**config.mk**
```make
export PLATFORM = sky130hd
export DESIGN_NAME = gem_queue
export DESIGN_NICKNAME = d
export VERILOG_FILES = /design/src/hw/rtl/gem_pkg.sv /design/src/hw/rtl/gem_queue.sv
export SDC_FILE = /design/constraint.sdc
export NUM_CORES = 1
export LEC_CHECK = 0
export ABC_AREA = 0
export BUFFER_PORTS_ARGS = -buffer_cell sky130_fd_sc_hd__buf_2
export CAP_MARGIN = 40
export CORE_MARGIN = 2
export CORE_UTILIZATION = 45
export CTS_CLUSTER_SIZE = 40
export DETAILED_ROUTE_END_ITERATION = 8
export PLACE_DENSITY = 0.73
export SYNTH_ARGS = -nofsm -noshare
export SYNTH_HDL_FRONTEND = slang
export SYNTH_SLANG_ARGS = --single-unit
```
**constraint.sdc**
```tcl
create_clock -name i_clk -period 2.05 [get_ports i_clk]
set_input_delay 0.205 -clock i_clk [delete_from_list [all_inputs] [get_ports i_clk]]
set_output_delay 0.205 -clock i_clk [all_outputs]
set_load 0.05 [all_outputs]
```
**src/hw/rtl/gem_pkg.sv**
```systemverilog
`timescale 1ns / 1ps

package gem_pkg;

    // Field widths of the request and response beats
    localparam int OP_W       = 2;
    localparam int ADDR_W     = 12;
    localparam int SIDE_W     = 2;
    localparam int POS_W      = 6;
    localparam int IN_WAVE_W  = 16;
    localparam int OUT_WAVE_W = 16;

    // Configuration register widths
    localparam int GSIZE_W    = 7;
    localparam int WEIGHT_W   = 9;
    localparam int PADDR_W    = 4;
    localparam int PDATA_W    = 32;

    // Effective side is at most 127, so a cell index fits in 14 bits
    localparam int CELL_IDX_W = 14;

    // Default sizing
    localparam int GRID_MAX_DEF  = 64;
    localparam int WAVE_BITS_DEF = 16;

    // Command queue between front and back
    localparam int QUEUE_DEPTH = 2;

    // Reset values of the configuration registers
    localparam logic [GSIZE_W-1:0]  GSIZE_RST  = 7'd64;
    localparam logic [WEIGHT_W-1:0] WEIGHT_RST = 9'd128;
    localparam logic [WEIGHT_W-1:0] WEIGHT_ONE = 9'd256;

    // Operation codes
    localparam logic [OP_W-1:0] OP_WRITE = 2'd0;
    localparam logic [OP_W-1:0] OP_MERGE = 2'd1;
    localparam logic [OP_W-1:0] OP_READ  = 2'd2;

    // Edge sides
    localparam logic [SIDE_W-1:0] SIDE_TOP    = 2'd0;
    localparam logic [SIDE_W-1:0] SIDE_BOTTOM = 2'd1;
    localparam logic [SIDE_W-1:0] SIDE_LEFT   = 2'd2;
    localparam logic [SIDE_W-1:0] SIDE_RIGHT  = 2'd3;

    // Register indexes
    localparam logic [1:0] REG_GSIZE  = 2'd0;
    localparam logic [1:0] REG_MODE   = 2'd1;
    localparam logic [1:0] REG_WEIGHT = 2'd2;

    typedef enum logic [1:0] {
        MODE_REPLACE = 2'd0,
        MODE_ADD     = 2'd1,
        MODE_BLEND   = 2'd2,
        MODE_THRESH  = 2'd3
    } t_mode;

    // Classified command kinds
    typedef enum logic [1:0] {
        K_WRITE = 2'd0,
        K_MERGE = 2'd1,
        K_READ  = 2'd2,
        K_ERR   = 2'd3
    } t_kind;

    typedef struct packed {
        t_kind                  kind;
        logic [CELL_IDX_W-1:0]  idx;
        logic                   alive;
        logic [IN_WAVE_W-1:0]   wave;
    } t_task;

    typedef struct packed {
        t_mode                  mode;
        logic [WEIGHT_W-1:0]    weight;
    } t_merge_cfg;

    typedef enum logic {
        BK_IDLE = 1'b0,
        BK_EXEC = 1'b1
    } t_back_state;

endpackage

```
**src/hw/rtl/gem_queue.sv**
```systemverilog
`timescale 1ns / 1ps

module gem_queue (
    input  logic             i_clk,
    input  logic             i_rst_n,
    input  logic             i_push,
    input  gem_pkg::t_task   i_data,
    output logic             o_full,
    output logic             o_valid,
    output gem_pkg::t_task   o_data,
    input  logic             i_pop
);

    localparam int DEPTH = gem_pkg::QUEUE_DEPTH;
    localparam int PW    = (DEPTH > 1) ? $clog2(DEPTH) : 1;
    localparam int CW    = $clog2(DEPTH + 1);

    gem_pkg::t_task  r_slot [DEPTH];
    logic [PW-1:0]   r_wr_ptr;
    logic [PW-1:0]   r_rd_ptr;
    logic [CW-1:0]   r_count;

    assign o_full  = (r_count == CW'(DEPTH));
    assign o_valid = (r_count != '0);
    assign o_data  = r_slot[r_rd_ptr];

    // Storage, no reset on payload
    always_ff @(posedge i_clk) begin
        if (i_push) r_slot[r_wr_ptr] <= i_data;
    end

    // Pointers and fill count
    always_ff @(posedge i_clk) begin
        if (!i_rst_n) begin
            r_wr_ptr <= '0;
            r_rd_ptr <= '0;
            r_count  <= '0;
        end else begin
            if (i_push) begin
                r_wr_ptr <= (r_wr_ptr == PW'(DEPTH - 1)) ? '0 : r_wr_ptr + PW'(1);
            end
            if (i_pop) begin
                r_rd_ptr <= (r_rd_ptr == PW'(DEPTH - 1)) ? '0 : r_rd_ptr + PW'(1);
            end
            if (i_push && !i_pop) r_count <= r_count + CW'(1);
            else if (!i_push && i_pop) r_count <= r_count - CW'(1);
        end
    end

`ifndef SYNTHESIS
    a_count_bound: assert property (@(posedge i_clk) disable iff (!i_rst_n)
        r_count <= CW'(DEPTH))
        else $error("queue count beyond depth");
`endif

endmodule

```
=== Word-level counts from Yosys, hierarchy flattened ===
Memory sizes are Yosys's and may differ from the RTL's. A register that Yosys moved wholly into a read port is not among the register bits.
Index checks and enable logic that the tools add are counted.

* Flip-flop bits (word level): 4
* Bits in writable memories: 66
* Output and inout bits: 35
* Word-level logic and storage cells: 23
* Memories kept: 1

* Add/subtract/negate cells: 4
* Eq/ne operators: 1
* Mux-type cells: 8
* Reductions and logical operators: 6

{| class="wikitable"
|+ Memory list
! memory !! depth !! bits a word !! rd ports !! clocked after Yosys merged registers in !! wr ports !! RTL line !! text
|-
| r_slot || 2 || 33 || 1 || 1 || 1 || gem_queue.sv:18 || <nowiki>gem_pkg::t_task r_slot [DEPTH];</nowiki>
|}

{| class="wikitable"
|+ Operators with widths
! operator !! number
|-
| 1-bit two-way mux || 6
|-
| 2-bit two-way mux || 2
|-
| 2-bit nonzero test || 2
|-
| 1-bit adder, second input constant || 2
|-
| 2-bit by 1-bit adder with 2-bit output, second input constant || 1
|-
| 2-bit == test, second input constant || 1
|-
| 1-bit logical AND || 2
|-
| 1-bit zero test || 2
|-
| 2-bit by 1-bit subtractor with 2-bit output, second input constant || 1
|}

=== Longest topological paths before layout ===
Gate-level depths: netlist (run 1).

* Word-level depth: 4
* Depth in mapped cells: 5

=== Worst setup path before layout (run 1) ===
OpenSTA, ideal clock, no wires.

* Kind: flip-flop to flip-flop
* Start point: reg r_wr_ptr
* End point: mem r_slot[0][0] in the netlist's numbering (enable)
* Arrival time: 1.820 ns
* Data required time: 1.622 ns
* Setup slack: -0.198 ns
* Cell stages (with the launch flop): 2
* Cells stage by stage: dfxtp_1 nor2b_1

{| class="wikitable"
|+ RTL lines
! element !! RTL line !! text
|-
| from (decl) || gem_queue.sv:19 || <nowiki>logic [PW-1:0] r_wr_ptr;</nowiki>
|-
| from (signal assigned) || gem_queue.sv:40 || <nowiki>r_wr_ptr <= (r_wr_ptr == PW'(DEPTH - 1)) ? '0 : r_wr_ptr + PW'(1);</nowiki>
|-
| to (decl) || gem_queue.sv:18 ||
|}

Straight into the memory's write port.

==> flow_summary_export.csv, run 1 <==
group,metric,value,unit
place,numPortBuffers,71,
sta,fin_setup_tns,0,ns
sta,hold_viol_final,0,
synthesis,synth_commonest_cells,"66 x edfxtp_1, 33 x mux2_2, 5 x dfxtp_1",
global_routing,grt_use_met1,13.90,%
job,maxCapViolCount,0,
sta,max_freq,537.4,MHz
cts,h-tree-depth,3,
floorplan,ios,72,
setup_path,worst-setup-path-type,"flip-flop to output pin",
cts,clock_tree.buffer_depth,2,
synthesis,syn_nets,163,
synthesis,yosysSeqAreaShare,80.00,%
finish,diodes,0,
pwr,seq_power_share,50.7,%
cts,cts_tree,"yes",
floorplan,design.core.area,5540,sq um
setup_path,path_delay_family,"flip-flops",
detailed_routing,finalWirelength,4053,um
detailed_routing,routedWlPerCell,14.27,um
pwr,power_density,1020,nW/um^2
cts,cts_hold_buf,0,
sta,slew_viol_final,0,
synthesis,yosys.area.top_type,"edfxtp_1",
detailed_routing,drcViolationCount,0,
setup_path,slowest_stage,"dfxtp_1",
pwr,clock_power_share,32.5,%
synthesis,ys_types,17,
global_routing,top_usage_layer,"met2",
synthesis,synth_edf_count,66,
place,placed_area,3083,sq um
cts,root_buffer,"clkbuf_8",
synthesis,yosysMostFrequentCell,"edfxtp_1",
synthesis,ys_warn_count,0,
synthesis,ys_ff_latch,71,
global_routing,antenna_found_initial,0,
sta,worst_slack,0.1891,ns
sta,min_period,1.861,ns
detailed_routing,ant_nets,0,
finish,fin_nets,245,
min_path,hp-class,"primary input to flip-flop",
floorplan,design.die.area,6408,sq um
detailed_routing,drt_iter0_drc,30,
synthesis,synth_top_area_share,76.15,%
cts,cts_buffers,9,
detailed_routing,viasPerCell,4.754,
cts,postCtsResizedCells,0,
setup_path,path_max_fanout,28,
synthesis,syn_area_per_cell,20.82,sq um
finish,fin_util,59.26,%
place,place_hpwl,2722,um
cts,clock-sinks,71,
finish,area_growth,26.15,%
floorplan,rows,27,
place,routabilityCongestion,0.6498,
synthesis,synth.area.top_cells,"edfxtp_1 76%, mux2_2 14%, dfxtp_1 3.8%, and2_1 0.96%, buf_4 0.87%",
synthesis,synthArstFlopShare,0,%
pwr,vdd_drop_max,463.9,uV
pwr,comb_power_share,16.9,%
global_routing,gr-usage-all-layers,13.39,%
global_routing,met2_usage,22.92,%
finish,fin_area,3283,sq um
cts,postCtsSetupBuffers,0,
setup_path,startpoint_type,"flip-flop",
floorplan,die_height,80.05,um
pwr,internal-power,2473,uW
global_routing,met3_usage,4.607,%
setup_path,critPathRequiredTime,1.85,ns
setup_path,worstPathArrival,1.66,ns
finish,drive_above_1_share,58.49,%
sta,fin_hold_ws,0.06037,ns
sta,worst_slew_pin_slew,0.3753,ns
sta,rsz0062_at_grt,"false",
detailed_routing,num_vias,1350,
sta,relSlewSlack,74.92,%
setup_path,crit_buf_inv,2,
pwr,switching_power,875.8,uW
sta,post-route-period-util,90.77,%
synthesis,syn_area,2602,sq um
floorplan,fp.dieW,80.05,um
finish,fillers,440,
global_routing,grt_pass1_vias,1334,
setup_path,crit_path_end_kind,"output pin",
global_routing,grt_max_degree,29,
setup_path,cpPeakStageDelay,0.49,ns
cts,path_clk_slew,0.07,ns
synthesis,synth_flop_cell,"edfxtp_1",
cts,insertion_delay,0.33,ns
sta,finClkSkew,0.007472,ns
sta,setup_viol,0,
setup_path,path_cells,"buf_12, mux2_2, buf_2",
place,pre_cts_slack,0.5302,ns
global_routing,overflow,0,
global_routing,grt_pass1_wl,6127,um
status,status,"completed",
pwr,leakagePower,0.001256,uW
detailed_routing,dr.pass1.iters,3,
floorplan,start_util,46.97,%
pwr,netSwitchingFraction,26.15,%
synthesis,syn_inst,125,
-- layout make-up --
cell class	count	area [sq um]	share of cell area (%)
Sequential cell	71	2082	63.41
Multi-Input combinational cell	49	496.7	15.13
Timing Repair Buffer	75	410.4	12.50
Clock buffer	13	158.9	4.840
Tap cell	72	90.09	2.744
Clock inverter	3	41.29	1.258
Inverter	1	3.754	0.1143
-- per-layer routing --
layer  up-vias  part of all wire [%]  wire, um
li1        650                     -         -
met4         0                   2.2        89
met5         -                     0         0
met1       649                    42      1684
met3         9                   6.2       250
met2        42                    50      2030
-- worst reg2reg max path, stage by stage (launching register included) --
cell     delay (ns)
dfxtp_1        0.34
nor2b_4        0.34
buf_12         0.24
-- cell families (layout without fill, tap and decap cells) --
kind of cell / Yosys count / in the layout / synth area share [%]
and+or+nand+nor: 9 / 9 / 2.260
muxes: 33 / 33 / 14.28
xor gates and xnor gates: 3 / 3 / 1.010
adders and majority gates: 1 / 1 / 0.4807
buffers and inverters: 5 / 92 / 1.202
DFF: 71 / 71 / 80.00
AOI/OAI and AO/OA: 3 / 3 / 0.7693
-- path summary, 6_finish.rpt --
| check | startpoint | endpoint | slack (ns) | cells after the start |
|---|---|---|---|---|
| max | flip-flop | o_data[17] | 0.19 | 3 |
| max reg2reg | r_wr_ptr | r_slot[0][13] | 0.83 | 2 |
| min reg2reg | r_count[1] | r_count[1] | 0.50 | 2 |
| min | i_data[23] | r_slot[0][23] | 0.06 | 1 |
-- sequential cells by signal, indices dropped and copies added (netlist names), named ones only --
name	count
r_rd_ptr	1
r_slot	66
r_count	2
r_wr_ptr	1
-- power by group through the flow --
| stage | clock network (uW) | logic (uW) | registers, uW |
|---|---|---|---|
| 2_1_floorplan | 0 | 434 | 1720 |
| 3_3_place_gp | 0 | 571 | 1720 |
| 3_5_place_dp | 0 | 572 | 1730 |
| 4_1_cts | 1120 | 574 | 1700 |
| 5_1_grt | 1180 | 596 | 1700 |
| 6_report | 1090 | 565 | 1700 |
-- layout by cell type (no fill, tap or decap), drive strengths merged, types with 2 or more instances in the layout --
master   n
nor2b    2
and2     4
xor2     2
buf     75
edfxtp  66
clkbuf  13
dfxtp    5
mux2    33
-- metrics by stage --
stage,power [uW],instances
5_1_grt,3480,284
4_1_cts,3390,284
6_report,3349,284
3_3_place_gp,2295,268
2_1_floorplan,2152,125
3_5_place_dp,2301,268
No activity file was read; power rests on OpenSTA's default activity.
==> run 2: changes to the inputs <==
Settings changed: CORE_UTILIZATION 45 to 46, PLACE_DENSITY 0.73 to 0.74.
==> run 2 against run 1 <==
  * Register-to-register slack improved by 0.03 ns
  * First-iteration DRC count rose by 120%
  * Flip-flop and latch count stayed put
  * Utilization up 0.48 points
  * Setup slack better by 0.11 ns
  * Sequential power about the same
  * Hold slack improved by 0.0024 ns
  * Sequential share of layout area grew 0.27 points
  * Cell count increased by 0.35%
  * Critical path depth unchanged
  * Critical path type unchanged
==> flow_summary_export.csv, run 2 (synthesis gave the netlist of run 1 again) <==
group,metric,value,unit
sta,relSlewSlack,69.90,%
finish,largest_reg_flops,66,
detailed_routing,viasPerCell,4.730,
place,place_hpwl,2746,um
sta,slew_viol_final,0,
finish,top_regs,"r_slot x66, r_count x2",
detailed_routing,dr.pass1.iters,4,
setup_path,timing.rr.start,"r_wr_ptr",
finish,fin_nets,246,
setup_path,rrSetupSlack,0.86,ns
setup_path,worstPathArrival,1.55,ns
floorplan,fp.dieW,79.22,um
global_routing,antenna_found_initial,0,
setup_path,worst-setup-path-type,"flip-flop to output pin",
cts,path_clk_slew,0.07,ns
place,pre_cts_slack,0.6269,ns
min_path,hold_end,"r_slot[0][15]",
pwr,vdd_drop_max,596.7,uV
sta,post-route-period-util,85.64,%
finish,area_growth,25.63,%
place,routabilityCongestion,0.7345,
min_path,whs_path_depth,1,
cts,h-tree-depth,3,
pwr,power_density,1036,nW/um^2
pwr,total_power,3386,uW
finish,top_register,"r_slot",
finish,fin_area,3269,sq um
cts,insertion_delay,0.33,ns
cts,clock_tree.buffer_depth,2,
cts,cts_tree,"yes",
finish,fillers,460,
detailed_routing,drcViolationCount,0,
finish,most-common-layout-cells,"71 x buf_2, 66 x edfxtp_1, 33 x mux2_2",
min_path,hp-start,"i_data[15]",
detailed_routing,routedWlPerCell,14.36,um
min_path,hp-class,"primary input to flip-flop",
floorplan,design.core.area,5473,sq um
sta,fin_setup_tns,0,ns
global_routing,grt_max_degree,35,
floorplan,die_height,79.22,um
cts,cts_hold_buf,0,
cts,postCtsSetupBuffers,0,
cts,cts_buffers,9,
place,numPortBuffers,71,
setup_path,ff2ff_path_depth,2,
setup_path,crit_path_end_kind,"output pin",
sta,min_period,1.756,ns
sta,fin_hold_ws,0.06281,ns
finish,layout_commonest_cell,"buf_2",
setup_path,slowest_stage,"mux2_2",
job,maxCapViolCount,0,
cts,clock-sinks,71,
detailed_routing,ant_nets,0,
floorplan,design.die.area,6275,sq um
detailed_routing,num_vias,1348,
status,status,"completed",
setup_path,path_max_fanout,22,
pwr,leakagePower,0.001259,uW
global_routing,gr-usage-all-layers,14.03,%
sta,setup_viol,0,
finish,diodes,0,
sta,worst_slew_pin_slew,0.4515,ns
floorplan,rows,27,
floorplan,ios,72,
floorplan,start_util,47.55,%
place,placed_area,3065,sq um
sta,finClkSkew,0.006804,ns
global_routing,overflow,0,
sta,worst_slack,0.2944,ns
sta,rsz0062_at_grt,"false",
cts,postCtsResizedCells,0,
setup_path,path_cells,"buf_4, mux2_2, buf_2",
sta,max_freq,569.6,MHz
global_routing,grt_pass1_wl,6334,um
global_routing,grt_pass1_vias,1390,
setup_path,r2r-end,"r_slot[0][20]",
setup_path,startpoint_type,"flip-flop",
detailed_routing,finalWirelength,4092,um
cts,root_buffer,"clkbuf_8",
setup_path,cpPeakStageDelay,0.39,ns
detailed_routing,drt_iter0_drc,66,
setup_path,critPathRequiredTime,1.85,ns
sta,hold_viol_final,0,
finish,drive_above_1_share,58.22,%
run 2: routing by layer:
metal | vias up | global-route usage (%) | part of all wire, %
met5 | - | 0 | 0
met1 | 645 | 14.72 | 39
met2 | 40 | 24.32 | 54
li1 | 654 | - | -
met4 | 0 | 10.52 | 2.5
met3 | 9 | 3.295 | 5.0
run 2: power by group:
part           switching, uW  leakage [uW]  internal (uW)  total, uW
Combinational            390      0.000495            171        561
Clock                    456      0.000102            676       1130
Sequential              22.8      0.000661           1670       1690
run 2: worst max path at each step:
stage,startpoint,end,depth (start not counted)
detailed placement,flip-flop,o_data[9],3
global placement,flip-flop,o_data[18],3
floorplan,r_wr_ptr,r_slot[0][0],1
global route,flip-flop,o_data[9],3
finish,flip-flop,o_data[9],3
CTS,flip-flop,o_data[9],3
run 2: layout make-up:
| class | count | area [sq um] | area share (%) |
|---|---|---|---|
| inverters | 1 | 3.754 | 0.1148 |
| clock buffers | 11 | 131.4 | 4.018 |
| multi-input cells | 49 | 496.7 | 15.19 |
| clock inverters | 5 | 72.57 | 2.220 |
| well taps | 72 | 90.09 | 2.755 |
| repair buffers | 76 | 392.9 | 12.02 |
| flip-flops and latches | 71 | 2082 | 63.68 |
run 2: critical path: cells and delay by family (launching register included):
kind                   cells  cell delay (ns)
buffers and inverters      2             0.50
muxes                      1             0.39
DFF                        1             0.33
run 2: through the flow:
| step | utilization, % | cells |
|---|---|---|
| after floorplan | - | 125 |
| after global routing | 59.74 | 285 |
| after detailed placement | 56.01 | 269 |
| final | 59.74 | 285 |
| after global placement | 56.01 | 269 |
| after CTS | 59.74 | 285 |
==> run 3: changes to the inputs <==
Settings changed: CORE_ASPECT_RATIO from default to 0.9.
Clock period 2.05 ns to 1.6 ns, I/O delays scaled along.
==> run 3 against run 2 <==
  * The run now ends with setup timing left
  * Clock power increased by 32%
  * Non-clock buffer count up 10
  * Critical path type unchanged
  * Cell count rose by 1.8%
  * Total power grew 38%
  * Via count grew 4.5%
  * Utilization is 11 points higher
  * Critical endpoint is now o_data[17]
  * Hold slack lost 0.045 ns
  * Register-to-register slack lost 0.41 ns
  * First-iteration DRC count is the same
  * Clock-buffer cell count decreased by 2
  * Flip-flop and latch count stayed put
==> flow_summary_export.csv, run 3 (synthesis gave the netlist of run 1 again) <==
group,metric,value,unit
global_routing,grt_pass1_wl,7169,um
finish,fin_nets,256,
sta,setup_viol,2,
setup_path,r2r-end,"r_slot[1][27]",
setup_path,timing.rr.start,"r_wr_ptr",
floorplan,design.die.area,6276,sq um
finish,layout_commonest_cell,"edfxtp_1",
global_routing,met3_usage,4.117,%
setup_path,worstPathArrival,1.44,ns
cts,clock_tree.buffer_depth,2,
sta,relSlewSlack,83.29,%
setup_path,worst-setup-path-type,"flip-flop to output pin",
detailed_routing,viasPerCell,4.855,
job,maxCapViolCount,0,
sta,rsz0062_at_grt,"true",
detailed_routing,routedWlPerCell,17.61,um
sta,max_freq,624.6,MHz
global_routing,grt_pass1_vias,1484,
status,status,"complete, but fails checks",
detailed_routing,num_vias,1408,
place,numPortBuffers,71,
finish,largest_reg_flops,66,
global_routing,met2_usage,27.51,%
setup_path,ff2ff_path_depth,2,
floorplan,design.core.area,5349,sq um
floorplan,start_util,48.65,%
sta,worst_slack,-0.0009160,ns
setup_path,cp-endpoint,"o_data[17]",
global_routing,overflow,0,
setup_path,startpoint_type,"flip-flop",
sta,hold_viol_final,0,
global_routing,gr-usage-all-layers,15.70,%
sta,fin_setup_tns,-0.001828,ns
pwr,leakagePower,0.001497,uW
cts,root_buffer,"clkbuf_8",
sta,post-route-period-util,100.1,%
global_routing,grt_max_degree,35,
status,violations,"setup timing",
finish,top_regs,"r_slot x66, r_count x2",
place,routabilityCongestion,0.6403,
finish,area_growth,45.24,%
finish,diodes,0,
detailed_routing,finalWirelength,5106,um
detailed_routing,dr.pass1.iters,4,
detailed_routing,ant_nets,0,
cts,path_clk_slew,0.07,ns
cts,insertion_delay,0.33,ns
cts,clock-sinks,71,
setup_path,rrSetupSlack,0.45,ns
finish,most-common-layout-cells,"66 x edfxtp_1, 38 x buf_2, 19 x mux2_4, 19 x buf_6",
sta,fin_hold_ws,0.01821,ns
global_routing,antenna_found_initial,0,
floorplan,rows,25,
global_routing,top_usage_layer,"met2",
setup_path,path_max_fanout,8,
setup_path,crit_path_end_kind,"output pin",
finish,fin_util,70.67,%
pwr,power_density,1235,nW/um^2
global_routing,grt_use_met1,17.77,%
finish,drive_above_1_share,58.74,%
floorplan,ios,72,
finish,top_register,"r_slot",
detailed_routing,drcViolationCount,0,
floorplan,die_height,75.36,um
cts,cts_tree,"yes",
sta,slew_viol_final,0,
sta,worst_slew_pin_slew,0.2506,ns
finish,fillers,349,
cts,h-tree-depth,3,
cts,postCtsSetupBuffers,0,
setup_path,critPathRequiredTime,1.44,ns
finish,layout.cells.non_filler,290,
sta,finClkSkew,0.004601,ns
place,dp_cells,263,
cts,cts_buffers,9,
min_path,hp-class,"primary input to flip-flop",
sta,min_period,1.601,ns
place,place_hpwl,2963,um
pwr,vdd_drop_max,737.0,uV
detailed_routing,drt_iter0_drc,66,
floorplan,fp.dieW,83.29,um
[run 3: timing repair]
item                                    in CTS  in global routing
endpoints found under the setup margin      33                 31
hold endpoints to repair                    16                  0
gates cloned                                 1                  2
hold buffers                                 8                  0
resized for setup                           55                 47
[run 3: power by group]
group	internal [uW]	switching [uW]
Combinational	436	557
Sequential	2140	40.3
Clock	866	627
[run 3: how the worst min path moves through the flow]
stage	depth (start not counted)	start	to	slack, ns
final	1	i_data[29]	r_slot[0][29]	0.02
after global routing	1	i_data[29]	r_slot[0][29]	0.0006
after CTS	1	i_data[28]	r_slot[0][28]	0.0005
after detailed placement	1	i_data[30]	r_slot[1][30]	0.35
after global placement	1	i_data[2]	r_slot[0][2]	0.35
after floorplan	0	i_data[0]	r_slot[0][0]	0.26
[run 3: layout make-up]
type | count | area, sq um | area share [%]
inverters | 1 | 3.754 | 0.09930
clock buffers | 9 | 123.9 | 3.277
multi-input cells | 49 | 568.0 | 15.03
well taps | 67 | 83.83 | 2.218
repair buffers | 86 | 827.0 | 21.88
clock inverters | 7 | 87.58 | 2.317
flip-flops and latches | 71 | 2086 | 55.18
[run 3: metrics by stage]
stage | setup WS, ns | total power (uW) | cell area (sq um)
after floorplan | 0.002253 | 2758 | 2610
after global placement | 0.2983 | 2937 | 3077
after detailed placement | 0.2806 | 2950 | 3077
after CTS | -0.005302 | 4566 | 3553
after global routing | -0.04400 | 4818 | 3780
final | -0.0009160 | 4667 | 3780
[run 3: critical path, cell delays in order (launching register included)]
cell,delay [ns]
dfxtp_4,0.42
clkbuf_16,0.19
mux2_2,0.35
buf_6,0.15
[run 3: routing by layer]
metal,up-vias,part of all wire [%]
met2,38,53
met1,690,41
met4,0,1.4
li1,672,-
met3,8,3.9
met5,-,0
