===== src/hw/rtl/gem_pkg.sv =====
`timescale 1ns / 1ps

package gem_pkg;

    // Field widths of the request and response beats
    localparam int OP_W       = 2;
    localparam int ADDR_W     = 12;
    localparam int SIDE_W     = 2;
    localparam int POS_W      = 6;
    localparam int IN_WAVE_W  = 16;
    localparam int OUT_WAVE_W = 16;

    // Configuration register widths
    localparam int GSIZE_W    = 7;
    localparam int WEIGHT_W   = 9;
    localparam int PADDR_W    = 4;
    localparam int PDATA_W    = 32;

    // Effective side is at most 127, so a cell index fits in 14 bits
    localparam int CELL_IDX_W = 14;

    // Default sizing
    localparam int GRID_MAX_DEF  = 64;
    localparam int WAVE_BITS_DEF = 16;

    // Command queue between front and back
    localparam int QUEUE_DEPTH = 2;

    // Reset values of the configuration registers
    localparam logic [GSIZE_W-1:0]  GSIZE_RST  = 7'd64;
    localparam logic [WEIGHT_W-1:0] WEIGHT_RST = 9'd128;
    localparam logic [WEIGHT_W-1:0] WEIGHT_ONE = 9'd256;

    // Operation codes
    localparam logic [OP_W-1:0] OP_WRITE = 2'd0;
    localparam logic [OP_W-1:0] OP_MERGE = 2'd1;
    localparam logic [OP_W-1:0] OP_READ  = 2'd2;

    // Edge sides
    localparam logic [SIDE_W-1:0] SIDE_TOP    = 2'd0;
    localparam logic [SIDE_W-1:0] SIDE_BOTTOM = 2'd1;
    localparam logic [SIDE_W-1:0] SIDE_LEFT   = 2'd2;
    localparam logic [SIDE_W-1:0] SIDE_RIGHT  = 2'd3;

    // Register indexes
    localparam logic [1:0] REG_GSIZE  = 2'd0;
    localparam logic [1:0] REG_MODE   = 2'd1;
    localparam logic [1:0] REG_WEIGHT = 2'd2;

    typedef enum logic [1:0] {
        MODE_REPLACE = 2'd0,
        MODE_ADD     = 2'd1,
        MODE_BLEND   = 2'd2,
        MODE_THRESH  = 2'd3
    } t_mode;

    // Classified command kinds
    typedef enum logic [1:0] {
        K_WRITE = 2'd0,
        K_MERGE = 2'd1,
        K_READ  = 2'd2,
        K_ERR   = 2'd3
    } t_kind;

    typedef struct packed {
        t_kind                  kind;
        logic [CELL_IDX_W-1:0]  idx;
        logic                   alive;
        logic [IN_WAVE_W-1:0]   wave;
    } t_task;

    typedef struct packed {
        t_mode                  mode;
        logic [WEIGHT_W-1:0]    weight;
    } t_merge_cfg;

    typedef enum logic {
        BK_IDLE = 1'b0,
        BK_EXEC = 1'b1
    } t_back_state;

endpackage


===== src/hw/rtl/gem_if.sv =====
`timescale 1ns / 1ps

// Request channel: one command per beat
interface gem_req_if;
    logic                            valid;
    logic                            ready;
    logic [gem_pkg::OP_W-1:0]        operation;
    logic [gem_pkg::ADDR_W-1:0]      cell_address;
    logic [gem_pkg::SIDE_W-1:0]      edge_side;
    logic [gem_pkg::POS_W-1:0]       edge_position;
    logic                            in_alive;
    logic [gem_pkg::IN_WAVE_W-1:0]   in_wave;

    modport source (
        output valid, operation, cell_address, edge_side, edge_position, in_alive, in_wave,
        input  ready
    );
    modport sink (
        input  valid, operation, cell_address, edge_side, edge_position, in_alive, in_wave,
        output ready
    );
endinterface



===== src/hw/rtl/gem_front.sv =====
`timescale 1ns / 1ps

module gem_front #(
    parameter int GRID_MAX = gem_pkg::GRID_MAX_DEF
) (
    gem_req_if.sink                          i_req,
    input  logic [gem_pkg::GSIZE_W-1:0]      i_grid_size,
    input  logic                             i_full,
    output logic                             o_push,
    output gem_pkg::t_task                   o_task
);

    localparam int SZ_W = gem_pkg::GSIZE_W;
    localparam int IW   = gem_pkg::CELL_IDX_W;

    logic [SZ_W-1:0] sz;
    logic [IW-1:0]   cells;
    logic [IW-1:0]   sz_x;
    logic [IW-1:0]   pos_x;
    logic [IW-1:0]   last_row;
    logic [IW-1:0]   row_base;
    logic [IW-1:0]   edge_idx;
    logic            addr_ok;
    logic            pos_ok;

    // Effective side: zero reads as one, clamp to the store size
    always_comb begin
        if (i_grid_size == '0) begin
            sz = SZ_W'(1);
        end else if (32'(i_grid_size) > GRID_MAX) begin
            sz = SZ_W'(GRID_MAX);
        end else begin
            sz = i_grid_size;
        end
    end

    assign sz_x     = IW'(sz);
    assign pos_x    = IW'(i_req.edge_position);
    assign cells    = sz_x * sz_x;
    assign last_row = (sz_x - IW'(1)) * sz_x;
    assign row_base = pos_x * sz_x;
    assign addr_ok  = IW'(i_req.cell_address) < cells;
    assign pos_ok   = IW'(i_req.edge_position) < sz_x;

    // Boundary cell for the chosen edge
    always_comb begin
        unique case (i_req.edge_side)
            gem_pkg::SIDE_TOP:    edge_idx = pos_x;
            gem_pkg::SIDE_BOTTOM: edge_idx = last_row + pos_x;
            gem_pkg::SIDE_LEFT:   edge_idx = row_base;
            default:              edge_idx = row_base + sz_x - IW'(1);
        endcase
    end

    // Classify the beat into a back-end command
    always_comb begin
        o_task.alive = i_req.in_alive;
        o_task.wave  = i_req.in_wave;
        o_task.idx   = IW'(i_req.cell_address);
        o_task.kind  = gem_pkg::K_ERR;
        unique case (i_req.operation)
            gem_pkg::OP_WRITE: begin
                if (addr_ok) o_task.kind = gem_pkg::K_WRITE;
            end
            gem_pkg::OP_READ: begin
                if (addr_ok) o_task.kind = gem_pkg::K_READ;
            end
            gem_pkg::OP_MERGE: begin
                o_task.idx = edge_idx;
                if (pos_ok) o_task.kind = gem_pkg::K_MERGE;
            end
            default: o_task.kind = gem_pkg::K_ERR;
        endcase
    end

    assign i_req.ready = !i_full;
    assign o_push      = i_req.valid && !i_full;

endmodule


===== src/flat_wrapper.sv =====
// flat-port wrapper written by rule: the top's interface ports become plain ports
module gem_front_flat 
#(
    parameter int GRID_MAX = gem_pkg::GRID_MAX_DEF
)
  (i_grid_size, i_full, o_push, o_task, i_req_valid, i_req_operation, i_req_cell_address, i_req_edge_side, i_req_edge_position, i_req_in_alive, i_req_in_wave, i_req_ready);
  gem_req_if i_req_i ();
  input  logic [gem_pkg::GSIZE_W-1:0] i_grid_size;
  input  logic i_full;
  output logic o_push;
  output gem_pkg::t_task o_task;
  input wire logic [$bits(i_req_i.valid)-1:0] i_req_valid;
  input wire logic [$bits(i_req_i.operation)-1:0] i_req_operation;
  input wire logic [$bits(i_req_i.cell_address)-1:0] i_req_cell_address;
  input wire logic [$bits(i_req_i.edge_side)-1:0] i_req_edge_side;
  input wire logic [$bits(i_req_i.edge_position)-1:0] i_req_edge_position;
  input wire logic [$bits(i_req_i.in_alive)-1:0] i_req_in_alive;
  input wire logic [$bits(i_req_i.in_wave)-1:0] i_req_in_wave;
  output wire logic [$bits(i_req_i.ready)-1:0] i_req_ready;
  assign i_req_i.valid = i_req_valid;
  assign i_req_i.operation = i_req_operation;
  assign i_req_i.cell_address = i_req_cell_address;
  assign i_req_i.edge_side = i_req_edge_side;
  assign i_req_i.edge_position = i_req_edge_position;
  assign i_req_i.in_alive = i_req_in_alive;
  assign i_req_i.in_wave = i_req_in_wave;
  assign i_req_ready = i_req_i.ready;
  gem_front #(.GRID_MAX(GRID_MAX)) u_core (.i_req(i_req_i), .i_grid_size(i_grid_size), .i_full(i_full), .o_push(o_push), .o_task(o_task));
endmodule

===== config.mk =====
export PLATFORM = sky130hd
export DESIGN_NAME = gem_front_flat
export DESIGN_NICKNAME = d
export VERILOG_FILES = /design/src/hw/rtl/gem_pkg.sv /design/src/hw/rtl/gem_if.sv /design/src/hw/rtl/gem_front.sv /design/src/flat_wrapper.sv
export SDC_FILE = /design/constraint.sdc
export NUM_CORES = 1
export LEC_CHECK = 0
export ABC_AREA = 1
export BUFFER_PORTS_ARGS = -buffer_cell sky130_fd_sc_hd__buf_4
export CAP_MARGIN = 30
export CORE_MARGIN = 2
export CORE_UTILIZATION = 61
export DETAILED_ROUTE_END_ITERATION = 7
export GPL_TIMING_DRIVEN = 1
export PLACE_DENSITY = 0.83
export SLEW_MARGIN = 20
export SYNTH_ARGS = -nofsm -noshare
export SYNTH_HDL_FRONTEND = slang
export SYNTH_SLANG_ARGS = --single-unit

===== constraint.sdc =====
create_clock -name vclk -period 8.5
set_clock_uncertainty 0.2 [all_clocks]
set_input_delay 1.275 -clock vclk [all_inputs]
set_output_delay 1.275 -clock vclk [all_outputs]
set_load 0.05 [all_outputs]

; ---- Word level (Yosys, flattened, before mapping)
; Index checks and enable logic that the tools add are counted.
[op_classes]
n_addsub = 4
n_mul = 3
n_eq_ne = 4
n_reduce_logical = 5
mux = 8
n_lt_le_gt_ge = 3
[ops]
columns = cell, count
row1 = case mux 14 bit (3 select lines), 1
row2 = adder 14 x 6 -> 14 bit, 1
row3 = adder 14 x 7 -> 14 bit, 1
row4 = < comparator 12 x 14 -> 1 bit, 1
row5 = multiplier 14 x 7 -> 14 bit, 1
row6 = multiplier 7 x 7 -> 14 bit, 1
row7 = two-way mux 14 bit, 1
row8 = two-way mux 7 bit, 2
row9 = "subtractor 14 x 1 -> 14 bit, second input constant", 1
row10 = multiplier 6 x 7 -> 13 bit, 1
row11 = "subtractor 7 x 1 -> 8 bit, second input constant", 1
row12 = "greater-than comparator 7 bit, second input constant", 1
row13 = logical NOT 7 bit, 1
row14 = < comparator 6 x 7 -> 1 bit, 1
row15 = case mux 2 bit (3 select lines), 1
row16 = "== test 2 x 1 -> 1 bit, second input constant", 2
row17 = "== test 2 bit, second input constant", 2
row18 = logical NOT 2 bit, 2
row19 = two-way mux 2 bit, 2
row20 = logical AND 1 bit, 1
row21 = logical NOT 1 bit, 1
row22 = two-way mux 1 bit, 1
[word_totals]
input_bits = 48
register_bits = 0
wordCells = 27
out_inout_bits = 35

; ---- Longest topological paths before layout
; Gate-level depths: netlist of the first run.
[depth]
depth_word = 8
mapped_depth = 34

; ---- Worst setup path before layout of the first run
; OpenSTA, ideal clock, no wires.
[synth_path]
kind = input port to output port
from = in i_grid_size[1] in the netlist's numbering
to = out o_task[23] in the netlist's numbering
cell_stages = 24
setup_slack_ps = 121
arrival_ps = 6904
n_path_buf = 2
required_ps = 7025
path_cell_list = nor2_1 nand2_1 o21ai_4 and2_4 buf_8 inv_8 buf_12 ha_1 inv_1 ha_1 or2_2 fa_1 fa_1 inv_1 fa_1 inv_1 fa_1 inv_1 ha_1 nand2_1 nand2_1 o22ai_1 a21oi_1 o21ai_0
[synth_rtl]
columns = item, line
row1 = from (decl), flat_wrapper.sv:8  ; input logic [gem_pkg::GSIZE_W-1:0] i_grid_size;
row2 = to (decl), flat_wrapper.sv:11  ; output gem_pkg::t_task o_task;

==> impl_metrics.yaml, run 1 <==
critical_path:
  worstPathRequired_ns: 7.03
  arrival_ns: 6.78
  cp-end-kind: "output port"
  slowest_stage: "fa_1"
  slowest_delay_ns: 0.55
  startpoint_type: "input port"
  crit_top_cell: "inv_1"
  crit_type: "input port to output port"
  critPathMaxFanout: 15
power:
  total_power_mw: 1.259
  vdd_ir_drop_max_mv: 0.1260
  p_per_area_nw_per_um2: 175.2
  p_leak_nw: 4.187
min_path:
  min_from: "i_req_in_wave[0]"
  hold-path-cell-count: 0
  hold_end: "o_task[0]"
  hp-class: "input port to output port"
global_routing:
  grtUsageTotal: 0.3049
  antenna_found_initial: 0
  grt_start_max_net_pins: 17
  overflow: 0
  grt_pass1_vias: 6025
  grt_pass1_wl_microns: 28100
placed_design:
  preCtsSetupSlack_ns: 0.1933
  gp_congestion: 0.9901
  io_buffers: 49
  dp_hpwl_microns: 15280
detailed_routing:
  wl_microns: 17250
  drt-initial-drc-count: 377
  drt-wirelength-per-cell_microns: 14.96
  vias_per_cell: 5.374
  ant_nets: 0
  drtPass1Iterations: 7
  vias: 6196
  drc: 0
floorplanning:
  fp.dieH_microns: 108.0
  fp-row-count: 37
  core_area_sq_um: 10420
  num_io_pins: 83
  die-area_sq_um: 11670
  initial_core_util: 0.6338
  die_x_microns: 108.0
finish:
  design.seq.count: 0
  layout.nets: 1263
  clock_buffers: 0
  drive_gt1_frac: 0.1042
  insertedDiodeCount: 0
  multi_input_area_sq_um: 5548
  postLayoutCoreUtil: 0.6899
  seq_area_sq_um: 0
  area_growth_pct: 8.851
  fill_cells: 953
yosys:
  yosys.area.top_type_share: 0.2426
  ys_top_cells_by_area: "fa_1 24%, ha_1 22%, inv_1 14%"
  yosysMostFrequentCell: "inv_1"
  seq_area_frac_synth: 0
  synthTopCellsByCount: "245 x inv_1, 154 x nand2_1, 116 x ha_1"
  yosysUniqueCellTypes: 50
  syn_inst: 960
  syn_avg_cell_area_sq_um: 6.876
  synthesis.area_sq_um: 6601
  yosys.area.top_type: "fa_1"
  yosys_warnings: 0
sta:
  hold_viol: 0
  relSlewSlack: 0.4081
  fin_ws_ns: 0.2410
  rsz0062_at_grt: "true"
  maxSlewViolCount: 0
  finalSetupViolations: 0
  fin_crit_sh: 0.9716
  worstMarginPinSlew_ns: 0.8846
  finalCriticalPeriod_ns: 8.259
  fmax_mhz: 121.1
  hold_ws_ns: 2.350
status:
  status: "finished clean"
job:
  drv_cap: 0
[final cells by class]
type | instances | share of cell area
Inverter | 253 | 0.1336
Multi-Input combinational cell | 698 | 0.7721
Timing Repair Buffer | 66 | 0.07069
Tap cell | 136 | 0.02368
[cell usage in the layout, fill, tap and decap left out, types with 2 or more instances in the layout]
cell / netlist / routed
a21o_1: 2 / 2
xor2_1: 15 / 15
xnor2_1: 10 / 9
inv_1: 245 / 245
buf_4: 17 / 65
nand3_1: 46 / 46
nor2_4: 7 / 7
a21oi_1: 49 / 48
nor2_1: 89 / 89
nor2_2: 8 / 8
o21ai_1: 4 / 6
a31oi_1: 4 / 4
nand2_2: 5 / 5
o21bai_1: 7 / 7
clkinv_1: 2 / 2
o22ai_1: 3 / 3
nor3_1: 12 / 12
fa_1: 80 / 80
ha_2: 0 / 3
nand2_1: 154 / 154
conb_1: 2 / 21
o21ai_0: 28 / 25
nand4_1: 11 / 11
o221ai_1: 3 / 3
inv_2: 4 / 4
nor4_1: 2 / 2
ha_1: 116 / 112
or2_2: 4 / 4
a211oi_1: 2 / 2
o21a_1: 2 / 2
[layer usage]
layer	routed length [microns]	vias up	GRT usage	part of all wire
li1	-	3046	-	-
met1	7263	2905	0.3853	0.42
met2	8411	210	0.5418	0.49
met3	912	35	0.02954	0.053
met4	667	0	0.1090	0.039
met5	0	-	0	0
[repair_timing]
action                     CTS  global route
setup endpoints to repair    0             7
gates resized for setup      0            11
hold buffers                 0             0
setup buffers                0             5
[cell families after synthesis]
group,synth area share
compound gates,0.1006
xor+xnor,0.03317
fa+ha+maj,0.4625
buf+inv,0.1757
other cells,0.001138
simple gates,0.2269
[worst max-delay path by stage]
stage                   startpoint         end  slack [ns]  cells past startpoint
finish              i_grid_size[6]  o_task[30]        0.24                     29
global route        i_grid_size[1]  o_task[27]       -0.02                     27
CTS                 i_grid_size[6]  o_task[27]        0.20                     28
detailed placement  i_grid_size[6]  o_task[27]        0.19                     28
global placement    i_grid_size[6]  o_task[27]        0.27                     28
floorplan           i_grid_size[1]  o_task[23]        0.12                     24
[report_power, final]
group | leakage [nW] | total (mW) | internal [mW] | switching [mW]
clock network | 0 | 0 | 0 | 0
logic | 4.19 | 1.26 | 0.456 | 0.802
registers | 0 | 0 | 0 | 0
total | 4.19 | 1.26 | 0.456 | 0.802
[worst max-delay path: cells and delay by family]
family,cells,cell delay [ns]
AND/OR/NAND/NOR,9,0.87
AO/OA/AOI/OAI,4,0.58
adder cells (fa/ha/maj),7,3.00
buffers and inverters,9,1.05
[through the flow]
step | cells | instance area, sq um | TNS [ns]
after global routing | 1153 | 7186 | -0.01579
after detailed placement | 1148 | 7101 | 0
after CTS | 1148 | 7101 | 0
after floorplan | 979 | 6673 | 0
after global placement | 1148 | 7101 | 0
final | 1153 | 7186 | 0
Note: power is estimated with default switching activity, not from simulation.
==> run 2: changes to the inputs <==
--- a/config.mk
+++ b/config.mk
@@ -12,6 +12,7 @@
 export CORE_UTILIZATION = 61
 export DETAILED_ROUTE_END_ITERATION = 7
 export GPL_TIMING_DRIVEN = 1
+export MAX_ROUTING_LAYER = met4
 export PLACE_DENSITY = 0.83
 export SLEW_MARGIN = 20
 export SYNTH_ARGS = -nofsm -noshare
==> constraint.sdc (replaced) <==
create_clock -name vclk -period 8.5
set_clock_uncertainty 0.2 [all_clocks]
set_input_delay 1.275 -clock vclk [all_inputs]
set_output_delay 1.275 -clock vclk [all_outputs]
set_load 0.1 [all_outputs]
==> run 2 against run 1 <==
Clock-buffer cell count unchanged. Largest power group unchanged. Sequential share of layout area unchanged. Critical endpoint unchanged. Die area did not move.
==> impl_metrics.yaml, run 2 (synthesized netlist as in run 1, its figures left out) <==
status:
  status: "finished clean"
sta:
  hold_viol: 0
  setup_tns_ns: 0
  rsz0062_at_grt: "true"
  fin_crit_sh: 0.9732
  finalSetupViolations: 0
  maxSlewViolCount: 0
  fmax_mhz: 120.9
  fin_ws_ns: 0.2282
  finalCriticalPeriod_ns: 8.272
critical_path:
  crit_family: "adder cells"
  worst-path-stages: 31
  startpoint_type: "input port"
  cp-end-kind: "output port"
  worstPathRequired_ns: 7.03
  crit_path_end: "o_task[30]"
  slowest_delay_ns: 0.55
  crit_type: "input port to output port"
  cp.buffers_inverters: 8
  arrival_ns: 6.80
  slowest_stage: "fa_1"
  critical_path.startpoint: "i_grid_size[1]"
  critPathMaxFanout: 11
global_routing:
  use_met2: 0.5467
  use_met1: 0.3611
  grt_pass1_vias: 6091
  busiest_layer: "met2"
  overflow: 0
  grt_pass1_wl_microns: 27720
  use_met3: 0.03436
  grtUsageTotal: 0.3080
  grt_start_max_net_pins: 17
  antenna_found_initial: 0
floorplanning:
  die_x_microns: 108.0
  num_io_pins: 83
  initial_core_util: 0.6338
  fp-row-count: 37
  fp.dieH_microns: 108.0
  die-area_sq_um: 11670
  core_area_sq_um: 10420
finish:
  layout_common_cells: "245 x inv_1, 154 x nand2_1, 114 x ha_1, 85 x nor2_1, 80 x fa_1"
  seq_area_sq_um: 0
  postLayoutCoreUtil: 0.6956
  layout.nets: 1264
  design.seq.count: 0
  drive_gt1_frac: 0.1120
  fill_cells: 930
  clock_buffers: 0
  final_area_sq_um: 7246
  final_common_cell: "inv_1"
  insertedDiodeCount: 0
  area_growth_pct: 9.761
detailed_routing:
  drc: 0
  drtPass1Iterations: 5
  wl_microns: 17260
  vias_per_cell: 5.323
  drt-initial-drc-count: 506
  vias: 6143
  drt-wirelength-per-cell_microns: 14.96
  ant_nets: 0
min_path:
  hp-class: "input port to output port"
power:
  p_leak_nw: 4.210
  vdd_ir_drop_max_mv: 0.1475
  p_per_area_nw_per_um2: 179.6
placed_design:
  io_buffers: 49
  preCtsSetupSlack_ns: 0.1185
  dp_hpwl_microns: 15200
  placed_area_sq_um: 7119
  gp_congestion: 0.9937
cts:
  ctsHoldBuffers: 0
job:
  drv_cap: 0
run 2: changes by cell type in the layout (fill, tap and decap cells not counted), sizes merged:
cell,delta
inv,+1
clkinv,-1
buf,+1
run 2: how the worst min path moves through the flow:
stage	from	endpoint	slack [ns]	depth (start not counted)
floorplan	i_req_in_wave[0]	o_task[0]	2.56	1
global placement	i_req_in_wave[10]	o_task[10]	2.35	0
detailed placement	i_req_in_wave[10]	o_task[10]	2.35	0
CTS	i_req_in_wave[10]	o_task[10]	2.35	0
global route	i_req_in_wave[12]	o_task[12]	2.35	0
finish	i_req_in_wave[2]	o_task[2]	2.35	0
run 2: area by class of cell:
class / count / area, sq um / area share
well taps: 136 / 170.2 / 0.02348
multi-input cells: 698 / 5578 / 0.7698
repair buffers: 67 / 535.5 / 0.07391
inverters: 253 / 962.2 / 0.1328
run 2: per-stage QoR:
stage / hold WS, ns / total power [mW] / cells
final: 2.350 / 1.301 / 1154
after global routing: 2.350 / 1.465 / 1154
after CTS: 2.351 / 1.265 / 1148
after detailed placement: 2.351 / 1.256 / 1148
after global placement: 2.351 / 1.233 / 1148
after floorplan: 2.562 / 0.9875 / 979
run 2: what timing repair did:
item                                    4_1_cts  5_1_grt
gates resized for setup                       0       20
setup buffers                                 0        5
endpoints found under the setup margin        0        8
run 2: per-layer routing:
metal  up-vias  wire length, microns
met2       179                  8492
met3        46                   912
met5         -                     0
li1       3047                     -
met1      2871                  7131
met4         0                   726
run 2: report_power, final:
group / switching (mW) / internal, mW / total [mW]
logic: 0.845 / 0.456 / 1.30
registers: 0 / 0 / 0
clock network: 0 / 0 / 0
total: 0.845 / 0.456 / 1.30
==> run 3: changes to the inputs <==
--- a/config.mk
+++ b/config.mk
@@ -8,12 +8,12 @@
 export ABC_AREA = 1
 export BUFFER_PORTS_ARGS = -buffer_cell sky130_fd_sc_hd__buf_4
 export CAP_MARGIN = 30
-export CORE_MARGIN = 2
-export CORE_UTILIZATION = 61
+export CORE_MARGIN = 4
+export CORE_UTILIZATION = 57
 export DETAILED_ROUTE_END_ITERATION = 7
 export GPL_TIMING_DRIVEN = 1
 export MAX_ROUTING_LAYER = met4
-export PLACE_DENSITY = 0.83
+export PLACE_DENSITY = 0.82
 export SLEW_MARGIN = 20
 export SYNTH_ARGS = -nofsm -noshare
 export SYNTH_HDL_FRONTEND = slang
==> constraint.sdc (replaced) <==
create_clock -name vclk -period 7.3
set_clock_uncertainty 0.2 [all_clocks]
set_input_delay 1.095 -clock vclk [all_inputs]
set_output_delay 1.095 -clock vclk [all_outputs]
set_load 0.1 [all_outputs]
==> run 3 against run 2 <==
The flow now finishes with violations (negative setup slack). Combinational power is 67% higher. Worst setup slack worse by 0.39 ns. Clock-buffer cell count stayed put. Die area is 15% higher. Via count is 9.3% higher. Critical path depth is 1 higher. Wire length is 17% higher. Power is 67% higher. Non-clock buffer count is 105 higher. Global-route usage is 0.37 points lower. First-iteration DRC count is 7.3% lower. Largest power group unchanged.
==> impl_metrics.yaml, run 3 (synthesized netlist as in run 1, its figures left out) <==
power:
  switching_share: 0.5774
  vdd_ir_drop_max_mv: 0.3131
  total_power_mw: 2.172
  p_seq_frac: 0
  netSwitchingPower_mw: 1.254
  p_leak_nw: 4.801
  power_frac_comb: 1.000
  p_per_area_nw_per_um2: 244.5
  p_int_uw: 917.6
  clockPowerShare: 0
cts:
  ctsHoldBuffers: 0
critical_path:
  slowest_delay_ns: 0.56
  arrival_ns: 6.17
  cp-end-kind: "output port"
  crit_top_cell: "inv_2"
  slowest_stage: "fa_1"
  critPathMaxFanout: 4
  crit_type: "input port to output port"
  worstPathRequired_ns: 6.00
  startpoint_type: "input port"
finish:
  final_common_cell: "inv_1"
  layout_common_cells: "217 x inv_1, 158 x buf_4, 133 x nand2_1, 90 x ha_1, 78 x fa_1"
  postLayoutCoreUtil: 0.7811
  seq_area_sq_um: 0
  area_growth_pct: 34.53
  final_area_sq_um: 8881
  clock_buffers: 0
  layout.nets: 1369
  insertedDiodeCount: 0
  fin_cells: 1266
  design.seq.count: 0
  drive_gt1_frac: 0.3188
min_path:
  hp-class: "input port to output port"
detailed_routing:
  drt-wirelength-per-cell_microns: 15.89
  drc: 0
  drt-initial-drc-count: 469
  vias: 6713
  drtPass1Iterations: 5
  wl_microns: 20110
  vias_per_cell: 5.303
  ant_nets: 0
placed_design:
  placed_area_sq_um: 8149
  place_inst: 1256
  gp_congestion: 1.004
  dp_hpwl_microns: 16390
  io_buffers: 49
floorplanning:
  die-area_sq_um: 13370
  fp-row-count: 39
  initial_core_util: 0.5806
  core_area_sq_um: 11370
  num_io_pins: 83
  die_x_microns: 115.6
  fp.dieH_microns: 115.6
global_routing:
  overflow: 0
  grtUsageTotal: 0.3043
  antenna_found_initial: 0
  grt_pass1_vias: 6933
  grt_pass1_wl_microns: 31860
  grt_start_max_net_pins: 17
sta:
  rsz0062_at_grt: "true"
  hold_viol: 0
  finalCriticalPeriod_ns: 7.463
  fmax_mhz: 134.0
  fin_ws_ns: -0.1633
  maxSlewViolCount: 0
  finalSetupViolations: 2
  fin_crit_sh: 1.022
status:
  violations: "negative setup slack"
  status: "finished, violations left"
job:
  drv_cap: 0
[run 3: changes by cell type in the layout (fill, tap and decap cells not counted), sizes merged]
cell  delta
buf    +105
[run 3: final cells by class]
class | count | area, sq um
Fill cell | 792 | 2489
Inverter | 253 | 975.9
Multi-Input combinational cell | 698 | 6300
Tap cell | 143 | 178.9
Timing Repair Buffer | 172 | 1426
[run 3: per-stage QoR]
stage	hold slack [ns]	setup slack (ns)	TNS, ns
3_3_place_gp	1.991	-0.2059	-1.000
3_5_place_dp	1.991	-0.3063	-1.758
6_report	1.990	-0.1633	-0.2913
4_1_cts	1.991	-0.03260	-0.06955
5_1_grt	1.990	-0.3854	-2.010
2_1_floorplan	2.202	-0.07588	-0.07588
[run 3: path summary, 6_finish.rpt]
kind	startpoint	end	slack, ns	cells past startpoint
worst max-delay path	i_grid_size[3]	o_task[29]	-0.16	32
worst min-delay path	i_req_in_wave[12]	o_task[12]	1.99	0
[run 3: metal layers]
layer  part of all wire  wire length (microns)  global-route usage  vias to the layer above
met1               0.38                   7642              0.3560                     3137
li1                   -                      -                   -                     3259
met2               0.52                  10520              0.5513                      229
met3              0.050                    997             0.02193                       88
met4              0.048                    959              0.1052                        0
met5                  0                      0                   -                        -
[run 3: repair_timing]
| item | in CTS | in global routing |
|---|---|---|
| resized for setup | 76 | 85 |
| pin swaps | 28 | 60 |
| gates cloned | 0 | 0 |
| setup endpoints to repair | 9 | 10 |
| setup buffers | 5 | 5 |
[run 3: power by group through the flow]
stage | clock network, mW | registers [mW] | logic [mW]
after floorplan | 0 | 0 | 1.26
after global placement | 0 | 0 | 1.78
after detailed placement | 0 | 0 | 1.82
after CTS | 0 | 0 | 1.95
after global routing | 0 | 0 | 2.38
final | 0 | 0 | 2.17
[run 3: worst max-delay path, delay by kind of cell]
kind | cells | cell delay, ns
xor gates and xnor gates | 1 | 0.20
adders and majority gates | 5 | 2.07
AOI/OAI and AO/OA | 3 | 0.49
and+or+nand+nor | 11 | 1.23
buffers and inverters | 12 | 1.07
